### src/hw/rtl/iws_pkg.sv
`timescale 1ns / 1ps

package iws_pkg;

  // Line buffer depth and derived widths
  localparam int MAX_WIDTH = 1024;
  localparam int COL_W     = $clog2(MAX_WIDTH);
  localparam int AW_W      = $clog2(MAX_WIDTH + 1);
  localparam int MIN_WIDTH = 3;

  // Field widths
  localparam int PIX_W  = 8;
  localparam int ROW_W  = 16;
  localparam int OCOL_W = 10;
  localparam int CFG_W  = 11;
  localparam int SUM_W  = PIX_W + 4;

  // Configuration port
  localparam int APB_DW = 32;
  localparam int APB_AW = 3;
  localparam logic [CFG_W-1:0] WIDTH_RESET = 11'd640;

  typedef enum logic [APB_AW-3:0] {
    REG_IMAGE_WIDTH = 1'b0
  } reg_idx_e;

endpackage

### src/hw/rtl/iws_cell.sv
`timescale 1ns / 1ps

module iws_cell
  import iws_pkg::*;
(
  input  logic             clk_i,
  input  logic             rst_ni,
  input  logic             en_i,
  input  logic             heavy_i,
  input  logic [PIX_W-1:0] pix_i,
  input  logic [SUM_W-1:0] acc_i,
  output logic [PIX_W-1:0] pix_o,
  output logic [SUM_W-1:0] acc_o
);

  logic [PIX_W-1:0] pix_q;
  logic [PIX_W-1:0] pix_d;
  logic [SUM_W-1:0] term;

  // Take the neighbor's pixel when the window advances
  assign pix_d = en_i ? pix_i : pix_q;

  always_ff @(posedge clk_i or negedge rst_ni) begin
    if (!rst_ni) begin
      pix_q <= '0;
    end else begin
      pix_q <= pix_d;
    end
  end

  // Add this tap into the running sum, the center at weight eight
  assign term  = heavy_i ? {1'b0, pix_q, 3'b000} : SUM_W'(pix_q);
  assign acc_o = acc_i + term;
  assign pix_o = pix_q;

endmodule

### config.mk
export PLATFORM = sky130hd
export DESIGN_NAME = iws_cell
export DESIGN_NICKNAME = d
export VERILOG_FILES = /design/src/hw/rtl/iws_pkg.sv /design/src/hw/rtl/iws_cell.sv
export SDC_FILE = /design/constraint.sdc
export NUM_CORES = 1
export LEC_CHECK = 0
export ABC_CLOCK_PERIOD_IN_PS = 3600
export BUFFER_PORTS_ARGS = -buffer_cell sky130_fd_sc_hd__buf_2
export CAP_MARGIN = 20
export CORE_ASPECT_RATIO = 1.2
export CORE_MARGIN = 3
export CORE_UTILIZATION = 40
export CTS_CLUSTER_SIZE = 40
export DETAILED_ROUTE_END_ITERATION = 7
export PLACE_DENSITY = 0.73
export SKIP_CTS_REPAIR_TIMING = 1
export SYNTH_ARGS = -nofsm -noshare
export SYNTH_HDL_FRONTEND = slang
export SYNTH_SLANG_ARGS = --single-unit
### constraint.sdc
create_clock -name clk_i -period 3.6 [get_ports clk_i]
set_input_delay 0.54 -clock clk_i [delete_from_list [all_inputs] [get_ports clk_i]]
set_output_delay 0.54 -clock clk_i [all_outputs]
set_load 0.01 [all_outputs]
==> impl_metrics.csv, run 1 <==
group,metric,value,unit
run_status,status,"finished clean",
sta,min_period,3.25,ns
floorplanning,die_h,57.6,um
floorplanning,die_area,0.00282,mm^2
logic_synthesis,yosys_warnings,0,
setup_path,cp_slowest_cell,"fa_1",
route,wirelength,2030,um
power,p_leak,0.560,nW
placed_design,place_area,0.00113,mm^2
global_routing,grt_pass1_vias,778,
route,routed_via_density,5.03,
min_path,hold_path_class,"primary input to async pin",
setup_path,critPathRequiredTime,3.06,ns
setup_path,worst_path_most_repeated_cell,"buf_2",
setup_path,crit_path_start_kind,"primary input",
global_routing,grtUsageTotal,15.9,%
logic_synthesis,synth.top_cell.area_share,22.6,%
final_layout,fillers,209,
floorplanning,die_x,49.0,um
sta,fmax,0.308,GHz
global_routing,grtUsageMet2,26.6,%
sta,fin_hold_ws,0.120,ns
sta,clock_skew,0,ns
route,wl_per_cell,12.7,um
clock_network,cts-buffers-inserted,3,
sta,tightest_slew,0.342,ns
setup_path,arrival,2.71,ns
sta,slew-limit-headroom,76.6,%
logic_synthesis,yosys-top-cells-count,"mux2_2 (13), ha_1 (11), a21oi_1 (8), dfrtp_1 (8), xnor2_1 (7)",
power,p_per_area,357,mW/mm^2
final_layout,largest_reg_flops,8,
global_routing,overflow,0,
logic_synthesis,syn-instance-count,87,
placed_design,port_buffers,43,
logic_synthesis,ys_ff_latch,8,
logic_synthesis,ys_top_cells_by_area,"dfrtp_1 (23%), mux2_2 (17%), ha_1 (16%), xnor2_1 (6.9%), a21oi_1 (4.5%)",
final_layout,fin_area,0.00115,mm^2
setup_path,cp_max_fo,11,
final_layout,finalCoreUtilization,55.5,%
sta,rsz0062_at_grt,"false",
sta,tns,0,ns
logic_synthesis,synth_top_cell_by_area,"dfrtp_1",
global_routing,antenna_found_initial,0,
logic_synthesis,synth_edf_count,0,
placed_design,hpwl,1740,um
global_routing,grt_pass1_wl,3480,um
power,power_switching,0.158,mW
clock_network,htree_levels,1,
clock_network,cts.sinks,8,
route,drt_iter0_drc,8,
final_layout,area_growth,29.8,%
logic_synthesis,synth_ff_type,"dfrtp_1",
logic_synthesis,yosysMostFrequentCell,"mux2_2",
sta,maxSlewViolCount,0,
power,intPower,0.252,mW
flow_run,maxCapViolCount,0,
sta,finalHoldViolCount,0,
setup_path,crit_chain,"buf_2 -> nor2b_1 -> ha_1 -> fa_1 -> a211oi_1 -> o21bai_1 -> a2111oi_0 -> nor3_1 -> xor2_1 -> buf_2",
global_routing,grtUsageMet1,18.3,%
global_routing,met3_usage,6.79,%
power,p_clk_share,16.1,%
final_layout,fin_cells,160,
clock_network,clkTransAtPathRegs,0.05,ns
clock_network,cts_root_buf,"clkbuf_4",
power,switching_share,38.5,%
route,vias,805,
final_layout,antenna_cells,0,
sta,post-route-period-util,90.1,%
setup_path,endpoint_kind,"primary output",
logic_synthesis,ys_seq_area_share,22.6,%
route,drc,0,
logic_synthesis,synth_fp_nets,123,
sta,setup_violations,0,
final_layout,drive_gt1_share,48.5,%
setup_path,worst_path_largest_cell_delay,0.43,ns
final_layout,nets,168,
global_routing,grt_max_degree,12,
floorplanning,initial_core_util,42.8,%
logic_synthesis,async_flop_share,100,%
clock_network,cts_tree,"yes",
route,dr.pass1.iters,4,
placed_design,gp_congestion,0.799,
setup_path,path_class,"primary input to primary output",
floorplanning,ios,44,
logic_synthesis,syn_area,886,um^2
floorplanning,core_area,0.00207,mm^2
logic_synthesis,synth_cell_types,28,
setup_path,startpoint,"heavy_i",
power,power_frac_seq,26.3,%
floorplanning,num_rows,18,
route,ant_nets,0,
power,pwr-share-comb,57.6,%
clock_network,clock_latency,0.25,ns
global_routing,busiest_layer,"met2",
clock_network,clock_path_buffers,2,
setup_path,r2r-start,"pix_o[4]$_DFFE_PN0P_",
placed_design,post-place-cells,157,
power,vdd_drop_max,291,uV
logic_synthesis,syn_area_per_cell,10.2,um^2
cells in the final DEF (no fill, tap or decap):
cell / synthesis / layout
nor2_1: 2 / 2
nand2_1: 1 / 1
ha_1: 11 / 11
xor2_1: 3 / 3
mux2_2: 13 / 13
and3_1: 1 / 1
fa_1: 1 / 1
a21oi_1: 8 / 8
a2111oi_4: 1 / 1
and2_1: 5 / 5
dfrtp_1: 8 / 8
xnor2_1: 7 / 7
o21bai_1: 1 / 1
nand4_1: 3 / 3
o21a_1: 1 / 1
nor2b_1: 3 / 3
a21boi_1: 1 / 1
nor3_1: 2 / 2
a21oi_2: 1 / 1
a2111oi_0: 1 / 1
buf_2: 0 / 43
o21ai_0: 2 / 2
and3_4: 1 / 1
a21o_1: 3 / 3
clkbuf_4: 0 / 3
a41oi_2: 1 / 1
or3_1: 1 / 1
a211oi_1: 1 / 1
nand3_1: 1 / 1
path summary, 6_finish.rpt:
kind / endpoint / slack [ns] / depth (start not counted)
worst max-delay path: acc_o[8] / 0.35 / 10
worst max register to register: pix_o[4]$_DFFE_PN0P_ / 2.78 / 1
min in group clk_i: pix_o[6]$_DFFE_PN0P_ / 0.52 / 2
max in group asynchronous: pix_o[4]$_DFFE_PN0P_ / 3.31 / 1
worst min-delay path: pix_o[3]$_DFFE_PN0P_ / 0.12 / 1
worst min register to register: pix_o[0]$_DFFE_PN0P_ / 0.54 / 1
power groups by stage:
stage | Sequential, mW | Combinational (mW) | Clock (mW)
final | 0.108 | 0.237 | 0.0660
after global routing | 0.109 | 0.266 | 0.0812
after floorplan | 0.112 | 0.158 | 0
after CTS | 0.108 | 0.240 | 0.0704
after detailed placement | 0.109 | 0.239 | 0
after global placement | 0.109 | 0.235 | 0
critical path, delay by kind of cell:
| kind | cells | cell delay (ns) |
|---|---|---|
| buffers and inverters | 2 | 0.33 |
| XOR/XNOR | 1 | 0.15 |
| AO/OA/AOI/OAI | 3 | 0.86 |
| adder cells (fa/ha/maj) | 2 | 0.63 |
| AND/OR/NAND/NOR | 2 | 0.19 |
cells by family (layout without fill, tap and decap cells):
kind of cell	Yosys count	after routing	synth area share, %
muxes	13	13	16.5
adders and majority gates	12	12	17.8
AOI/OAI and AO/OA	21	21	18.5
DFF	8	8	22.6
buffers and inverters	3	46	1.27
and+or+nand+nor	20	20	13.4
xor gates and xnor gates	10	10	9.89
final cells by class:
type / instances / area (um^2) / area share (%)
clock buffer: 3 / 22.5 / 1.96
timing repair buffer: 43 / 215 / 18.7
sequential: 8 / 200 / 17.4
tap: 30 / 37.5 / 3.26
multi-input combinational: 76 / 674 / 58.7
metrics by stage:
| stage | setup WS [ns] | total power, mW |
|---|---|---|
| final | 0.355 | 0.410 |
| after global routing | 0.104 | 0.456 |
| after CTS | 0.339 | 0.418 |
| after detailed placement | 0.352 | 0.348 |
| after global placement | 0.374 | 0.344 |
| after floorplan | 0.459 | 0.269 |
metal layers:
layer  routed length (um)  share of wire (%)
met1                  877                 43
met2                 1010                 50
met3                  142                7.0
met4                    0                  0
met5                    0                  0
Power figures use the tool's default switching activity.
==> run 2, diff against run 1 <==
Settings changed: GPL_TIMING_DRIVEN set to 0.
==> impl_metrics.csv, run 2 (same netlist as run 1, synthesis figures left out) <==
group,metric,value,unit
clock_network,cts.sinks,8,
route,met2_length,936,um
clock_network,clkTransAtPathRegs,0.05,ns
min_path,hold_path_class,"primary input to async pin",
global_routing,grtUsageTotal,13.8,%
sta,maxSlewViolCount,0,
setup_path,rrSetupSlack,2.81,ns
floorplanning,ios,44,
floorplanning,core_area,0.00207,mm^2
final_layout,nets,169,
sta,min_period,3.32,ns
setup_path,arrival,2.78,ns
sta,fmax,0.301,GHz
run_status,status,"finished clean",
setup_path,endpoint_kind,"primary output",
route,routed_via_density,5.04,
global_routing,grt_pass1_wl,3070,um
global_routing,antenna_found_initial,0,
route,met3_length,115,um
clock_network,clock_path_buffers,2,
route,dr.pass1.iters,4,
floorplanning,die_h,57.6,um
sta,finalHoldViolCount,0,
route,ant_nets,0,
route,wirelength,1890,um
setup_path,r2r-start,"pix_o[3]$_DFFE_PN0P_",
route,vias,812,
setup_path,regToRegEndpoint,"pix_o[3]$_DFFE_PN0P_",
power,p_leak,0.558,nW
route,wl_per_cell,11.8,um
final_layout,drive_gt1_share,47.3,%
final_layout,fillers,213,
sta,post-route-period-util,92.2,%
power,p_per_area,355,mW/mm^2
global_routing,grt_max_degree,11,
setup_path,crit_path_start_kind,"primary input",
setup_path,cp_slowest_cell,"a2111oi_0",
clock_network,clock_latency,0.25,ns
sta,rsz0062_at_grt,"false",
setup_path,worst_path_largest_cell_delay,0.43,ns
final_layout,antenna_cells,0,
route,drt_iter0_drc,6,
placed_design,hpwl,1670,um
final_layout,mostFrequentLayoutCell,"buf_2",
global_routing,overflow,0,
route,top_layer,"met4",
floorplanning,initial_core_util,42.8,%
floorplanning,die_x,49.0,um
placed_design,gp_congestion,0.809,
floorplanning,die_area,0.00282,mm^2
sta,setup_violations,0,
final_layout,layout_common_cells,"buf_2 (42), mux2_2 (13), ha_1 (11)",
floorplanning,num_rows,18,
clock_network,cts_tree,"yes",
setup_path,crit_chain,"buf_2 -> nor2b_1 -> ha_1 -> fa_1 -> a211oi_1 -> o21bai_1 -> a2111oi_0 -> nor3_1 -> xor2_1 -> buf_2",
setup_path,cp_max_fo,11,
setup_path,worst_path_most_repeated_cell,"buf_2",
route,wl_met1,829,um
placed_design,port_buffers,42,
flow_run,maxCapViolCount,0,
clock_network,cts_root_buf,"clkbuf_4",
setup_path,critPathRequiredTime,3.06,ns
final_layout,area_growth,30.1,%
setup_path,reg2regPathDepth,1,
setup_path,path_class,"primary input to primary output",
route,drc,0,
sta,tightest_slew,0.371,ns
final_layout,finalCoreUtilization,55.6,%
sta,clock_skew,0,ns
clock_network,cts-buffers-inserted,3,
power,p_total,0.409,mW
power,vdd_drop_max,193,uV
global_routing,grt_pass1_vias,754,
final_layout,largest_reg_flops,8,
clock_network,htree_levels,1,
sta,slew-limit-headroom,74.6,%
## run 2: worst max path at each step
stage,start,end,slack (ns),depth (start not counted)
after floorplan,heavy_i,acc_o[8],0.46,9
after global placement,heavy_i,acc_o[8],0.04,11
after detailed placement,heavy_i,acc_o[8],-0.01,11
after CTS,heavy_i,acc_o[8],-0.03,11
after global routing,heavy_i,acc_o[8],0.11,10
final,heavy_i,acc_o[8],0.28,10
## run 2: cell type report
class	count	area, um^2	share of cell area [%]
sequential	8	200	17.4
clock buffer	3	22.5	1.95
timing repair buffer	42	210	18.2
multi-input combinational	76	674	58.5
buffer	2	7.51	0.651
tap	30	37.5	3.26
## run 2: where the power goes
part	switching, mW	leakage [nW]	internal, mW	total (mW)
Sequential	0.00852	0.0935	0.0992	0.108
Clock	0.0279	0.0138	0.0380	0.0659
Combinational	0.121	0.451	0.115	0.235
## run 2: stage by stage
stage / std cells / hold WS (ns) / TNS (ns) / worst slack (ns) / area, um^2
after floorplan: 87 / 0.244 / 0 / 0.459 / 886
after global placement: 159 / 0.382 / 0 / 0.0377 / 1130
after detailed placement: 159 / 0.389 / -0.0142 / -0.0142 / 1130
after CTS: 162 / 0.119 / -0.0285 / -0.0285 / 1160
after global routing: 161 / 0.120 / 0 / 0.105 / 1150
final: 161 / 0.122 / 0 / 0.282 / 1150
## run 2: layer usage
| layer | vias up | GRT usage (%) |
|---|---|---|
| li1 | 421 | - |
| met1 | 362 | 16.5 |
| met2 | 27 | 24.9 |
| met3 | 2 | 2.87 |
| met4 | 0 | 3.66 |
| met5 | - | 0 |
## run 2: worst max-delay path: cells and delay by family
kind	cells	cell delay (ns)
AO/OA/AOI/OAI	3	0.92
adder cells (fa/ha/maj)	2	0.63
buffers and inverters	2	0.34
AND/OR/NAND/NOR	2	0.20
XOR/XNOR	1	0.15
